## config.mk

```make
export PLATFORM = sky130hd
export DESIGN_NAME = linear_solve_4x4_cramer
export DESIGN_NICKNAME = d
export VERILOG_FILES = /design/src/hw/rtl/lsc_pkg.sv /design/src/hw/rtl/linear_solve_4x4_cramer.sv /design/src/hw/rtl/lsc_store.sv /design/src/hw/rtl/lsc_det.sv /design/src/hw/rtl/lsc_div.sv
export SDC_FILE = /design/constraint.sdc
export NUM_CORES = 2
export LEC_CHECK = 0
export CAP_MARGIN = 20
export CORE_MARGIN = 4
export CORE_UTILIZATION = 23
export DETAILED_ROUTE_END_ITERATION = 7
export DONT_BUFFER_PORTS = 1
export HOLD_SLACK_MARGIN = 0.05
export PLACE_DENSITY_LB_ADDON = 0.05
export RECOVER_POWER = 50
export REMOVE_ABC_BUFFERS = 1
export SLEW_MARGIN = 15
export SYNTH_ARGS = -nofsm -noshare
export SYNTH_HDL_FRONTEND = slang
export SYNTH_SLANG_ARGS = --single-unit
```

## constraint.sdc

```tcl
create_clock -name i_clk -period 11.8 [get_ports i_clk]
set_clock_uncertainty 0.2 [all_clocks]
set_input_delay 2.36 -clock i_clk [delete_from_list [all_inputs] [get_ports i_clk]]
set_output_delay 2.36 -clock i_clk [all_outputs]
set_load 0.05 [all_outputs]
```

## src/hw/rtl/lsc_pkg.sv

```systemverilog
`timescale 1ns / 1ps

package lsc_pkg;

    localparam int ELEM_WIDTH_DEF = 16;
    localparam int VAL_W          = 16;   // significant bits of an element
    localparam int PROD_W         = 64;   // product of four elements
    localparam int DET_W          = 72;   // sum of 24 products
    localparam int FRAC_W         = 16;   // Q16.16 result scaling
    localparam int DIV_W          = DET_W + FRAC_W;
    localparam int NUM_PERMS      = 24;

    typedef enum logic [1:0] {
        CMD_LOAD_MAT = 2'd0,
        CMD_LOAD_VEC = 2'd1,
        CMD_SOLVE    = 2'd2,
        CMD_NONE     = 2'd3
    } t_cmd;

    // {odd parity, col for row 0, row 1, row 2, row 3}, lexicographic order
    localparam logic [8:0] PERMS [NUM_PERMS] = '{
        {1'b0, 2'd0, 2'd1, 2'd2, 2'd3}, {1'b1, 2'd0, 2'd1, 2'd3, 2'd2},
        {1'b1, 2'd0, 2'd2, 2'd1, 2'd3}, {1'b0, 2'd0, 2'd2, 2'd3, 2'd1},
        {1'b0, 2'd0, 2'd3, 2'd1, 2'd2}, {1'b1, 2'd0, 2'd3, 2'd2, 2'd1},
        {1'b1, 2'd1, 2'd0, 2'd2, 2'd3}, {1'b0, 2'd1, 2'd0, 2'd3, 2'd2},
        {1'b0, 2'd1, 2'd2, 2'd0, 2'd3}, {1'b1, 2'd1, 2'd2, 2'd3, 2'd0},
        {1'b1, 2'd1, 2'd3, 2'd0, 2'd2}, {1'b0, 2'd1, 2'd3, 2'd2, 2'd0},
        {1'b0, 2'd2, 2'd0, 2'd1, 2'd3}, {1'b1, 2'd2, 2'd0, 2'd3, 2'd1},
        {1'b1, 2'd2, 2'd1, 2'd0, 2'd3}, {1'b0, 2'd2, 2'd1, 2'd3, 2'd0},
        {1'b0, 2'd2, 2'd3, 2'd0, 2'd1}, {1'b1, 2'd2, 2'd3, 2'd1, 2'd0},
        {1'b1, 2'd3, 2'd0, 2'd1, 2'd2}, {1'b0, 2'd3, 2'd0, 2'd2, 2'd1},
        {1'b0, 2'd3, 2'd1, 2'd0, 2'd2}, {1'b1, 2'd3, 2'd1, 2'd2, 2'd0},
        {1'b1, 2'd3, 2'd2, 2'd0, 2'd1}, {1'b0, 2'd3, 2'd2, 2'd1, 2'd0}
    };

    typedef struct packed {
        logic       repl_en;
        logic [1:0] repl_col;
        logic [1:0] row;
        logic [1:0] col;
    } t_rd_req;

endpackage

```

## src/hw/rtl/linear_solve_4x4_cramer.sv

```systemverilog
`timescale 1ns / 1ps

// Channel   Ports                                     Transfer
// command   i_cmd, i_row, i_col, i_value              start && !busy
// result    o_x0..o_x3, o_singular                    o_valid, one cycle
//
// Loads write the store directly and busy stays low. A solve holds busy
// through the determinant of the matrix and four numerator determinants,
// each followed by a division; a singular matrix ends after the first
// determinant. The determinant unit has one shared multiplier and the
// divider produces one quotient bit per cycle. Reset is synchronous and
// clears both stores. The receiver cannot stall.
module linear_solve_4x4_cramer #(
    parameter int ELEM_WIDTH = lsc_pkg::ELEM_WIDTH_DEF
) (
    input  logic               i_clk,
    input  logic               i_rst_n,
    input  logic               start,
    output logic               busy,
    input  logic [1:0]         i_cmd,
    input  logic [1:0]         i_row,
    input  logic [1:0]         i_col,
    input  logic signed [15:0] i_value,
    output logic               o_valid,
    output logic signed [31:0] o_x0,
    output logic signed [31:0] o_x1,
    output logic signed [31:0] o_x2,
    output logic signed [31:0] o_x3,
    output logic               o_singular
);

    typedef enum logic [3:0] {
        ST_IDLE = 4'b0001,
        ST_DETA = 4'b0010,
        ST_DETK = 4'b0100,
        ST_DIV  = 4'b1000
    } t_state;

    t_state                                 r_state;
    logic [1:0]                             r_k;
    logic signed [lsc_pkg::DET_W-1:0]       r_den;
    logic [31:0]                            r_x [4];
    logic                                   r_sing;
    logic                                   r_valid;
    logic                                   accept;
    logic                                   we_mat;
    logic                                   we_vec;
    logic                                   det_go;
    logic                                   div_go;
    logic                                   det_done;
    logic                                   div_done;
    logic signed [lsc_pkg::DET_W-1:0]       det;
    logic [31:0]                            quo;
    logic signed [lsc_pkg::VAL_W-1:0]       elem;
    logic [1:0]                             rd_row;
    logic [1:0]                             rd_col;
    lsc_pkg::t_rd_req                       rd;

    assign busy   = r_state != ST_IDLE;
    assign accept = start && !busy;
    assign we_mat = accept && i_cmd == lsc_pkg::CMD_LOAD_MAT;
    assign we_vec = accept && i_cmd == lsc_pkg::CMD_LOAD_VEC;

    assign det_go = (accept && i_cmd == lsc_pkg::CMD_SOLVE)
                 || (r_state == ST_DETA && det_done && det != '0)
                 || (r_state == ST_DIV && div_done && r_k != 2'd3);
    assign div_go = r_state == ST_DETK && det_done;

    assign rd = {r_state == ST_DETK, r_k, rd_row, rd_col};

    lsc_store #(.ELEM_WIDTH(ELEM_WIDTH)) u_store (
        .i_clk    (i_clk),
        .i_rst_n  (i_rst_n),
        .i_we_mat (we_mat),
        .i_we_vec (we_vec),
        .i_row    (i_row),
        .i_col    (i_col),
        .i_value  (i_value),
        .i_rd     (rd),
        .o_elem   (elem)
    );

    lsc_det u_det (
        .i_clk   (i_clk),
        .i_rst_n (i_rst_n),
        .i_start (det_go),
        .i_elem  (elem),
        .o_row   (rd_row),
        .o_col   (rd_col),
        .o_done  (det_done),
        .o_det   (det)
    );

    lsc_div u_div (
        .i_clk   (i_clk),
        .i_rst_n (i_rst_n),
        .i_start (div_go),
        .i_num   (det),
        .i_den   (r_den),
        .o_done  (div_done),
        .o_quo   (quo)
    );

    always_ff @(posedge i_clk) begin
        if (!i_rst_n) begin
            r_state <= ST_IDLE;
            r_valid <= 1'b0;
            r_k     <= '0;
        end else begin
            r_valid <= 1'b0;
            case (r_state)
                ST_IDLE: begin
                    if (accept && i_cmd == lsc_pkg::CMD_SOLVE) r_state <= ST_DETA;
                end
                ST_DETA: begin
                    if (det_done) begin
                        r_k <= '0;
                        if (det == '0) begin
                            r_valid <= 1'b1;
                            r_state <= ST_IDLE;
                        end else begin
                            r_state <= ST_DETK;
                        end
                    end
                end
                ST_DETK: begin
                    if (det_done) r_state <= ST_DIV;
                end
                ST_DIV: begin
                    if (div_done) begin
                        if (r_k == 2'd3) begin
                            r_valid <= 1'b1;
                            r_state <= ST_IDLE;
                        end else begin
                            r_k     <= r_k + 2'd1;
                            r_state <= ST_DETK;
                        end
                    end
                end
                default: r_state <= ST_IDLE;
            endcase
        end
    end

    always_ff @(posedge i_clk) begin
        if (r_state == ST_DETA && det_done) begin
            r_den  <= det;
            r_sing <= det == '0;
            if (det == '0) begin
                for (int i = 0; i < 4; i++) r_x[i] <= 32'hFFFF0000;
            end
        end
        if (r_state == ST_DIV && div_done) r_x[r_k] <= quo;
    end

    assign o_valid    = r_valid;
    assign o_x0       = r_x[0];
    assign o_x1       = r_x[1];
    assign o_x2       = r_x[2];
    assign o_x3       = r_x[3];
    assign o_singular = r_sing;

endmodule

```

## src/hw/rtl/lsc_store.sv

```systemverilog
`timescale 1ns / 1ps

module lsc_store #(
    parameter int ELEM_WIDTH = lsc_pkg::ELEM_WIDTH_DEF
) (
    input  logic                               i_clk,
    input  logic                               i_rst_n,
    input  logic                               i_we_mat,
    input  logic                               i_we_vec,
    input  logic [1:0]                         i_row,
    input  logic [1:0]                         i_col,
    input  logic signed [15:0]                 i_value,
    input  lsc_pkg::t_rd_req                   i_rd,
    output logic signed [lsc_pkg::VAL_W-1:0]   o_elem
);

    localparam int LW = (ELEM_WIDTH < 16) ? ELEM_WIDTH : 16;

    logic signed [ELEM_WIDTH-1:0] r_mat [16];
    logic signed [ELEM_WIDTH-1:0] r_vec [4];
    logic signed [LW-1:0]         wr_low;
    logic signed [ELEM_WIDTH-1:0] wr_val;
    logic signed [ELEM_WIDTH-1:0] rd_val;

    assign wr_low = i_value[LW-1:0];
    assign wr_val = ELEM_WIDTH'(wr_low);

    always_ff @(posedge i_clk) begin
        if (!i_rst_n) begin
            for (int i = 0; i < 16; i++) r_mat[i] <= '0;
            for (int i = 0; i < 4; i++) r_vec[i] <= '0;
        end else begin
            if (i_we_mat) r_mat[{i_row, i_col}] <= wr_val;
            if (i_we_vec) r_vec[i_row] <= wr_val;
        end
    end

    // column replaced by the right-hand side for the numerator determinants
    assign rd_val = (i_rd.repl_en && i_rd.col == i_rd.repl_col) ? r_vec[i_rd.row]
                                                               : r_mat[{i_rd.row, i_rd.col}];

    generate
        if (ELEM_WIDTH >= lsc_pkg::VAL_W) begin : g_trunc
            assign o_elem = rd_val[lsc_pkg::VAL_W-1:0];
        end else begin : g_ext
            assign o_elem = lsc_pkg::VAL_W'(rd_val);
        end
    endgenerate

endmodule

```

## src/hw/rtl/lsc_det.sv

```systemverilog
`timescale 1ns / 1ps

module lsc_det (
    input  logic                                i_clk,
    input  logic                                i_rst_n,
    input  logic                                i_start,
    input  logic signed [lsc_pkg::VAL_W-1:0]    i_elem,
    output logic [1:0]                          o_row,
    output logic [1:0]                          o_col,
    output logic                                o_done,
    output logic signed [lsc_pkg::DET_W-1:0]    o_det
);

    logic                               r_run;
    logic                               r_done;
    logic [4:0]                         r_perm;
    logic [2:0]                         r_step;
    logic signed [lsc_pkg::PROD_W-1:0]  r_prod;
    logic signed [lsc_pkg::DET_W-1:0]   r_acc;
    logic [8:0]                         perm;
    logic signed [47:0]                 mul_a;
    logic signed [lsc_pkg::PROD_W-1:0]  mul_res;
    logic signed [lsc_pkg::DET_W-1:0]   prod_ext;

    assign perm  = lsc_pkg::PERMS[r_perm];
    assign o_row = r_step[1:0];
    always_comb begin
        case (r_step[1:0])
            2'd0:    o_col = perm[7:6];
            2'd1:    o_col = perm[5:4];
            2'd2:    o_col = perm[3:2];
            default: o_col = perm[1:0];
        endcase
    end

    assign mul_a    = r_prod[47:0];
    assign mul_res  = mul_a * i_elem;
    assign prod_ext = lsc_pkg::DET_W'(r_prod);

    always_ff @(posedge i_clk) begin
        if (!i_rst_n) begin
            r_run  <= 1'b0;
            r_done <= 1'b0;
            r_perm <= '0;
            r_step <= '0;
        end else begin
            r_done <= 1'b0;
            if (i_start) begin
                r_run  <= 1'b1;
                r_perm <= '0;
                r_step <= '0;
            end else if (r_run) begin
                if (r_step == 3'd4) begin
                    r_step <= '0;
                    if (r_perm == 5'(lsc_pkg::NUM_PERMS - 1)) begin
                        r_run  <= 1'b0;
                        r_done <= 1'b1;
                    end else begin
                        r_perm <= r_perm + 5'd1;
                    end
                end else begin
                    r_step <= r_step + 3'd1;
                end
            end
        end
    end

    // steps 0..3 build the product row by row, step 4 accumulates it
    always_ff @(posedge i_clk) begin
        if (i_start) begin
            r_acc <= '0;
        end else if (r_run) begin
            if (r_step == 3'd0) r_prod <= lsc_pkg::PROD_W'(i_elem);
            else if (r_step == 3'd4) r_acc <= perm[8] ? r_acc - prod_ext : r_acc + prod_ext;
            else r_prod <= mul_res;
        end
    end

    assign o_done = r_done;
    assign o_det  = r_acc;

endmodule

```

## src/hw/rtl/lsc_div.sv

```systemverilog
`timescale 1ns / 1ps

module lsc_div (
    input  logic                              i_clk,
    input  logic                              i_rst_n,
    input  logic                              i_start,
    input  logic signed [lsc_pkg::DET_W-1:0]  i_num,
    input  logic signed [lsc_pkg::DET_W-1:0]  i_den,
    output logic                              o_done,
    output logic [31:0]                       o_quo
);

    localparam int DW = lsc_pkg::DET_W;
    localparam int NW = lsc_pkg::DIV_W;
    localparam int CW = $clog2(NW + 1);

    logic              r_run;
    logic              r_done;
    logic [CW-1:0]     r_cnt;
    logic [NW-1:0]     r_dvd;
    logic [DW:0]       r_rem;
    logic [DW-1:0]     r_den;
    logic              r_neg;
    logic [32:0]       r_q;
    logic              r_big;
    logic [DW-1:0]     num_mag;
    logic [DW-1:0]     den_mag;
    logic [DW:0]       rem_sh;
    logic              ge;
    logic [32:0]       q_next;

    assign num_mag = i_num[DW-1] ? DW'(-i_num) : DW'(i_num);
    assign den_mag = i_den[DW-1] ? DW'(-i_den) : DW'(i_den);
    assign rem_sh  = {r_rem[DW-1:0], r_dvd[NW-1]};
    assign ge      = rem_sh >= {1'b0, r_den};
    assign q_next  = {r_q[31:0], ge};

    always_ff @(posedge i_clk) begin
        if (!i_rst_n) begin
            r_run  <= 1'b0;
            r_done <= 1'b0;
            r_cnt  <= '0;
        end else begin
            r_done <= 1'b0;
            if (i_start) begin
                r_run <= 1'b1;
                r_cnt <= '0;
            end else if (r_run) begin
                if (r_cnt == CW'(NW - 1)) begin
                    r_run  <= 1'b0;
                    r_done <= 1'b1;
                end
                r_cnt <= r_cnt + CW'(1);
            end
        end
    end

    // restoring division, one quotient bit per cycle
    always_ff @(posedge i_clk) begin
        if (i_start) begin
            r_dvd <= {num_mag, lsc_pkg::FRAC_W'(0)};
            r_rem <= '0;
            r_den <= den_mag;
            r_neg <= i_num[DW-1] ^ i_den[DW-1];
            r_q   <= '0;
            r_big <= 1'b0;
        end else if (r_run) begin
            r_dvd <= {r_dvd[NW-2:0], 1'b0};
            r_rem <= ge ? rem_sh - {1'b0, r_den} : rem_sh;
            if (!r_big) begin
                r_q   <= q_next;
                r_big <= q_next[32];
            end
        end
    end

    always_comb begin
        if (!r_neg) begin
            o_quo = (r_big || r_q > 33'h07FFFFFFF) ? 32'h7FFFFFFF : r_q[31:0];
        end else begin
            o_quo = (r_big || r_q > 33'h080000000) ? 32'h80000000 : 32'(-r_q[31:0]);
        end
    end

    assign o_done = r_done;

endmodule
```

Word-level counts from Yosys, hierarchy flattened
Memory sizes are Yosys's and may differ from the RTL's. A register that Yosys moved wholly into a read port is not among the register bits.
Cells that the tools add are included.
{"block": "word_totals", "reg_bits": 486, "ram_bits": 448, "rom_bits": 288, "inputBits": 25, "out_inout_bits": 131, "elab_cells": 170, "memories": 4}
{"block": "op_classes", "addsub": 10, "mul": 1, "order_cmp": 4, "n_eq_ne": 21, "muxes": 64, "n_bitwise": 10, "n_reduce_logical": 35}
{"name": "(no name shown)", "words": 32, "word_bits": 9, "read_ports": 1, "rd_ports_with_merged_regs": 0, "wr": 0, "line_no": "lsc_det.sv:25", "text": "assign perm = lsc_pkg::PERMS[r_perm];"}
{"name": "u_store.r_mat", "words": 16, "word_bits": 16, "read_ports": 1, "rd_ports_with_merged_regs": 0, "wr": 16, "line_no": "lsc_store.sv:19", "text": "logic signed [ELEM_WIDTH-1:0] r_mat [16];"}
{"name": "r_x", "words": 4, "word_bits": 32, "read_ports": 4, "rd_ports_with_merged_regs": 0, "wr": 4, "line_no": "linear_solve_4x4_cramer.sv:42", "text": "logic [31:0] r_x [4];"}
{"name": "u_store.r_vec", "words": 4, "word_bits": 16, "read_ports": 1, "rd_ports_with_merged_regs": 1, "wr": 4, "line_no": "lsc_store.sv:20", "text": "logic signed [ELEM_WIDTH-1:0] r_vec [4];"}
{"cell": "72-bit two-way mux", "n": 3}
{"cell": "88-bit two-way mux", "n": 2}
{"cell": "72-bit negation", "n": 2}
{"cell": "32-bit two-way mux", "n": 4}
{"cell": "64-bit two-way mux", "n": 2}
{"cell": "73-bit by 72-bit greater-or-equal comparator with 1-bit output", "n": 1}
{"cell": "72-bit by 64-bit adder with 72-bit output", "n": 1}
{"cell": "72-bit zero test", "n": 1}
{"cell": "72-bit nonzero test", "n": 1}
{"cell": "72-bit by 64-bit subtractor with 72-bit output", "n": 1}
{"cell": "72-bit subtractor", "n": 1}
{"cell": "71-bit two-way mux", "n": 1}
{"cell": "48-bit by 16-bit multiplier with 64-bit output", "n": 1}
{"cell": "16-bit two-way mux", "n": 3}
{"cell": "33-bit by 31-bit greater-than comparator with 1-bit output (second input constant)", "n": 1}
{"cell": "33-bit by 32-bit greater-than comparator with 1-bit output (second input constant)", "n": 1}
{"cell": "32-bit negation", "n": 1}
{"cell": "16-bit OR reduction", "n": 2}
{"cell": "32-bit OR reduction", "n": 1}
{"cell": "1-bit two-way mux", "n": 28}
{"cell": "4-bit two-way mux", "n": 5}
{"cell": "9-bit two-way mux", "n": 2}
{"cell": "4-bit one-hot mux with 4 select lines", "n": 1}
{"cell": "2-bit two-way mux", "n": 7}
{"cell": "other kinds (37)", "n": 72}

Logic depth before layout (Yosys ltp)
{"block": "logic_depth", "word_depth": 11, "mapped_depth": 46, "ltp_nobuf": 38}

Cells and area by module
Synthesis repeated with hierarchy kept, for this count alone.
{"block": "unflattened", "cells_unflattened": 8226, "hier_area_um2": 78455.2}
{"mod": "lsc_det", "instances": 1, "cells_each": 4538, "area_per_inst_um2": 37542.3, "seq_area_each_um2": 3563.4}
{"mod": "lsc_div", "instances": 1, "cells_each": 2313, "area_per_inst_um2": 18655.4, "seq_area_each_um2": 6656.4}
{"mod": "lsc_store", "instances": 1, "cells_each": 928, "area_per_inst_um2": 14591.5, "seq_area_each_um2": 9609.2}
{"mod": "linear_solve_4x4_cramer", "instances": 1, "cells_each": 447, "area_per_inst_um2": 7666.1, "seq_area_each_um2": 6175.9}

Worst setup path before layout
No wires, ideal clock.
{"block": "synth_timing", "kind": "register -> register", "from": "register u_det.r_step[1]", "to": "register u_det.r_prod[59] in the netlist's numbering, data pin", "setup_ns": 0.271, "arrival_ns": 11.343, "required_ns": 11.329, "path_slack_ns": -0.014, "path_stages_with_launch": 43, "path_buffers": 11, "period_less_slack_ns": 11.814, "path_cell_list": "dfxtp_1 -> clkinv_1 -> buf_1 -> clkbuf_1 -> clkbuf_1 -> ha_1 -> clkbuf_1 -> a222oi_1 -> o21ai_0 -> buf_1 -> buf_2 -> buf_2 -> buf_1 -> mux4_2 -> nand2_1 -> nand3_1 -> nand2_1 -> clkbuf_1 -> [... 7 more ...] -> fa_1 -> inv_1 -> fa_1 -> inv_1 -> ha_1 -> clkbuf_1 -> a21o_1 -> a21oi_1 -> nor2_1 -> a2111o_1 -> nor4_1 -> nor3_1 -> a31oi_1 -> o21ai_0 -> a221oi_1 -> o21ai_0 -> xnor2_1 -> o21ai_0"}
{"block": "synth_via", "elab_chain_len": 8, "elab_cells_between_ends": 12, "classes_between": "mul: 1; eq/ne: 3; mux: 4; reduce/logical: 3; memory: 1"}
{"item": "from (decl)", "line_no": "lsc_det.sv:17", "text": "logic [2:0] r_step;"}
{"item": "from (signal assigned)", "line_no": "lsc_det.sv:62", "text": "r_step <= r_step + 3'd1;"}
{"item": "parallel branches: the longest is 7 deep, another holds 48-bit by 16-bit multiplier with 64-bit output"}
{"item": "64-bit two-way mux *", "line_no": "lsc_det.sv:73", "text": "if (r_step == 3'd0) r_prod <= lsc_pkg::PROD_W'(i_elem);"}
{"item": "to (signal assigned)", "line_no": "lsc_det.sv:73"}
{"item": "to (signal assigned)", "line_no": "lsc_det.sv:75", "text": "else r_prod <= mul_res;"}
{"item": "to (decl)", "line_no": "lsc_det.sv:18", "text": "logic signed [lsc_pkg::PROD_W-1:0] r_prod;"}
Every way passes the cells marked *. The select of a mux whose other input is x is not followed.
A chain may end at the register's enable or synchronous reset.

Worst setup path in the final report
{"block": "layout_timing", "from": "register u_det.r_perm[1]", "to": "register u_det.r_prod[63] in the netlist's numbering, data pin"}
{"block": "layout_via", "elab_chain_len": 11, "elab_cells_between_ends": 12, "classes_between": "mul: 1; eq/ne: 1; mux: 6; bitwise: 1; reduce/logical: 1; memory: 2"}
{"item": "from (decl)", "line_no": "lsc_det.sv:16", "text": "logic [4:0] r_perm;"}
{"item": "from (signal assigned)", "line_no": "lsc_det.sv:59", "text": "r_perm <= r_perm + 5'd1;"}
{"item": "5-bit NOT with 6-bit output (implied by the code) *", "line_no": "lsc_det.sv:25"}
{"item": "memory read 32 x 9 bit *"}
{"item": "9-bit two-way mux (implied by the code) * (2 in series)", "line_no": "lsc_det.sv:25"}
{"item": "2-bit one-hot mux with 3 select lines *", "line_no": "lsc_det.sv:28", "text": "case (r_step[1:0])"}
{"item": "parallel branches: the longest is 2 deep, another holds memory read 16 x 16 bit"}
{"item": "16-bit two-way mux *", "line_no": "lsc_store.sv:39", "text": "assign rd_val = (i_rd.repl_en && i_rd.col == i_rd.repl_col) ? r_vec[i_rd.row]"}
{"item": "48-bit by 16-bit multiplier with 64-bit output", "line_no": "lsc_det.sv:37", "text": "assign mul_res = mul_a * i_elem;"}
{"item": "64-bit two-way mux", "line_no": "lsc_det.sv:74", "text": "else if (r_step == 3'd4) r_acc <= perm[8] ? r_acc - prod_ext : r_acc + prod_ext;"}
{"item": "64-bit two-way mux *", "line_no": "lsc_det.sv:73"}
Marked as above.

==> results.md <==
- Initial core utilization: 0.231
- # Max-Cap Violations: 26
- Synthesized instance count: around 8000
- Failing checks: capacitance limit, slew limit
- Gr usage total: 0.157
- Hold path start: u_div.r_q[32]
- Critical path required time: about 12 ns
- Number of I/O port buffers: 0
- Most used cell, CP: fa_1
- Worst r2r path cells: between 40 and 50
- Worst-path clk slew: approximately 0.070 ns
- Post-synth EDFFs: between 700 and 800
- FF-to-FF setup slack: 0.69 ns
- Grt total ovfl: 0
- Drt pass-1 iters: 5
- Async S/R FF share, synth: 0
- Die extent in x: roughly 590 µm
- # H-tree levels: 3
- Post-synthesis sequential area ratio: 0.337
- Slowest-stage cell, CP: fa_1
- RSZ-0062 raised after global routing: yes
- Fmax: approximately 0.09 GHz
- Num ports: 156
- Warnings from Yosys: 0
- Share of layout cells above drive strength 1: 0.0691
- WL per Instance: 21.9 µm
- Number of global-route vias before repair: roughly 60000
- DR vias/cell: around 4.5
- Final instance area: 87100 µm²
- Cell Rows: roughly 210
- Seq cells post-synth: 936
- Worst Setup End Kind: flop
- Slew HR: -1.53
- Crit Path Class: flop to flop
- Max Fanout on Critical Path: 63
- WP data arrival: around 12 ns
- Placeable Area: 334000 µm²
- HP Class: flop to flop
- Chip height: 587 µm
- R2r startpoint: u_det.r_perm[1]
- Final wirelength: about 270000 µm
- Fin crit share: 0.941
- Total CTS buffers: 125
- RR Endpoint: u_det.r_prod[63]
- Via Count: between 50000 and 60000
- Post-DP Area: ~83000 µm²
- Clk_lat worst skew: between 0.9 and 1 ns
- Die area: around 340000 µm²
- Critical path launch point type: flop
- Area growth syn-to-layout: 12.9%
- Syn Area/Cell: about 9.5 µm²
- Routed Antenna Nets: 0
- Pin count of the biggest net entering global routing: 101
- GPL Wtd Cong: 0.790
- DR DRC count: 0
- Antenna violations before repair: 12
- CTS tree: done
- Minimum clock period: about 11 ns
- Post-DP HPWL: ~200000 µm
- First-pass GRT wire length: just over 400000 µm
- Nets: approximately 9100
- Root cell of the clock tree: clkbuf_16
- Sink Count: roughly 940
- Clock Path Buffers: 4
- DRT iter0 DRCs: about 3200
- Final Setup Violations: 0
- Main synth FF type: edfxtp_1
- WHS Path Cells: 2
- Slew @ Worst Pin: 3.79 ns
- Library cells used by synthesis: 90
- Post-Syn Area: roughly 77000 µm²
- Hold Violations, Final: 0
- Status: finished with violations
- Max-slew violation count: ~700
- Worst stage delay on the critical path: between 0.5 and 0.6 ns
- # hold bufs at CTS: 0
- WHS Endpoint: u_div.r_q[32]
## layout by cell type (no fill, tap or decap), types with 21 or more instances in the layout
cell and n:
dfxtp_1 204, o21ai_0 422, and2_0 118, o31ai_1 69, or4_1 36, mux2i_1 188, nor3_1 77, fa_1 712
nor2b_1 131, xnor2_1 271, nand2_1 1028, a211oi_1 21, a21o_1 114, and2_1 252, a31oi_1 43, nor4_1 30
mux4_2 49, nand4_1 81, buf_4 190, nand2b_1 94, o41ai_1 25, clkbuf_1 58, o21a_1 24, nor2_1 455
a21oi_1 469, edfxtp_1 730, or2_2 38, nand3_1 89, or3_1 36, clkinv_2 22, o21bai_1 42, inv_1 1046
and3_1 22, xor2_1 140, clkbuf_16 128, ha_1 311, clkinv_1 33, o211ai_1 26
## metal layers
| metal | global-route usage | wire [µm] |
|---|---|---|
| met4 | 0.0256 | 4160 |
| met5 | 0 | 0 |
| met2 | 0.240 | 119000 |
| met1 | 0.239 | 141000 |
| met3 | 0.0183 | 9350 |
## repair_timing
action | in CTS | in global routing
gates resized for setup | 1 | 27
setup endpoints to repair | 1 | 15
cloned | 0 | 4
pin swaps | 0 | 6
buffers inserted | 0 | 8
## state kept, by name (all words and copies together) (netlist names), 2 cells and up, named ones only
name,flops
u_div.r_rem,72
r_x,128
u_div.r_q,33
u_store.r_vec,64
u_det.r_prod,64
u_det.o_det,72
u_div.r_cnt,7
r_state,4
u_div.r_dvd,72
u_store.r_mat,256
r_den,72
u_det.r_perm,5
r_k,2
u_div.r_den,72
u_det.r_step,3
## cells by family after synthesis
family | Yosys count | share of synthesized area
mux | 241 | 0.0392
compound gates | 1390 | 0.108
flops | 936 | 0.337
buf+inv | 1526 | 0.0748
xor+xnor | 412 | 0.0468
fa+ha+maj | 1024 | 0.235
simple gates | 2567 | 0.158
## synthesized netlist by cell type (7+ instances only)
cell type	count	area, µm²
o21ai_0	423	2120
a211oi_1	21	158
o22ai_1	8	50.1
nand3_1	94	470
nor3b_1	7	52.6
o21bai_1	42	315
xor2_1	141	1230
edfxtp_1	730	21900
nor2b_1	132	826
nor2_1	462	1730
a22oi_1	9	67.6
nand2b_1	95	594
o31ai_1	70	526
clkbuf_1	419	1570
nand2_1	1044	3920
ha_1	312	3900
a221oi_1	7	61.3
buf_2	10	50.1
a221o_1	7	70.1
mux2i_1	190	1900
inv_1	1049	3940
o41ai_1	26	228
fa_1	712	14300
nor4_1	32	200
nand4_1	81	507
and3_1	24	150
a21o_1	114	856
nor3_1	80	400
o311ai_0	11	96.3
dfxtp_1	206	4120
buf_1	36	135
nand3b_1	10	75.1
a21boi_0	11	82.6
o21a_1	24	180
mux4_2	49	1100
and2_1	369	2310
o221ai_1	14	123
or2_2	38	238
a21oi_1	471	2360
or3_1	37	231
a41oi_1	7	61.3
o211ai_1	26	195
a31oi_1	45	282
or4_1	33	248
xnor2_1	271	2370
## area by class of cell
type,count,area [µm²]
Timing Repair Buffer,248,2080
Antenna cell,9,22.5
Clock inverter,70,547
Inverter,1056,3970
Multi-Input combinational cell,5636,45700
Fill cell,35500,247000
Clock buffer,159,3320
Tap cell,4387,5490
Sequential cell,936,26000
## stage by stage
stage	TNS, ns	utilization	std cells	setup WS [ns]	hold WS, ns
after CTS	0	0.260	12500	0.0848	0.274
final	0	0.261	12500	0.695	0.270
after global placement	0	0.249	12200	0.0510	0.257
after detailed placement	-0.0387	0.249	12200	-0.0387	0.266
after global routing	-0.0214	0.261	12500	-0.0214	0.306
after floorplan	-483.13	-	7626	-9.04	0.243
## worst max path at each step
stage / startpoint / to / slack [ns] / cells past startpoint
after CTS: u_det.r_perm[0] / u_det.r_prod[58] / 0.08 / 40
after floorplan: u_det.r_perm[1] / u_det.r_prod[48] / -9.04 / 31
after detailed placement: u_det.r_perm[0] / u_det.r_prod[59] / -0.04 / 42
final: u_det.r_perm[1] / u_det.r_prod[63] / 0.69 / 41
after global placement: u_det.r_perm[0] / u_det.r_prod[59] / 0.05 / 41
after global routing: u_det.r_perm[1] / u_det.r_prod[63] / -0.02 / 41
## critical path: cells and delay by family, from the launching register on
kind / cells / cell delay [ns]
adders and majority gates: 8 / 3.83
AOI/OAI and AO/OA: 12 / 2.33
buffers and inverters: 12 / 1.72
muxes: 3 / 1.15
and+or+nand+nor: 5 / 1.00
DFF: 1 / 0.31
xor gates and xnor gates: 1 / 0.20
Power is not shown: default switching activity piles up to over one toggle a cycle in this logic, so the estimate is an artifact.
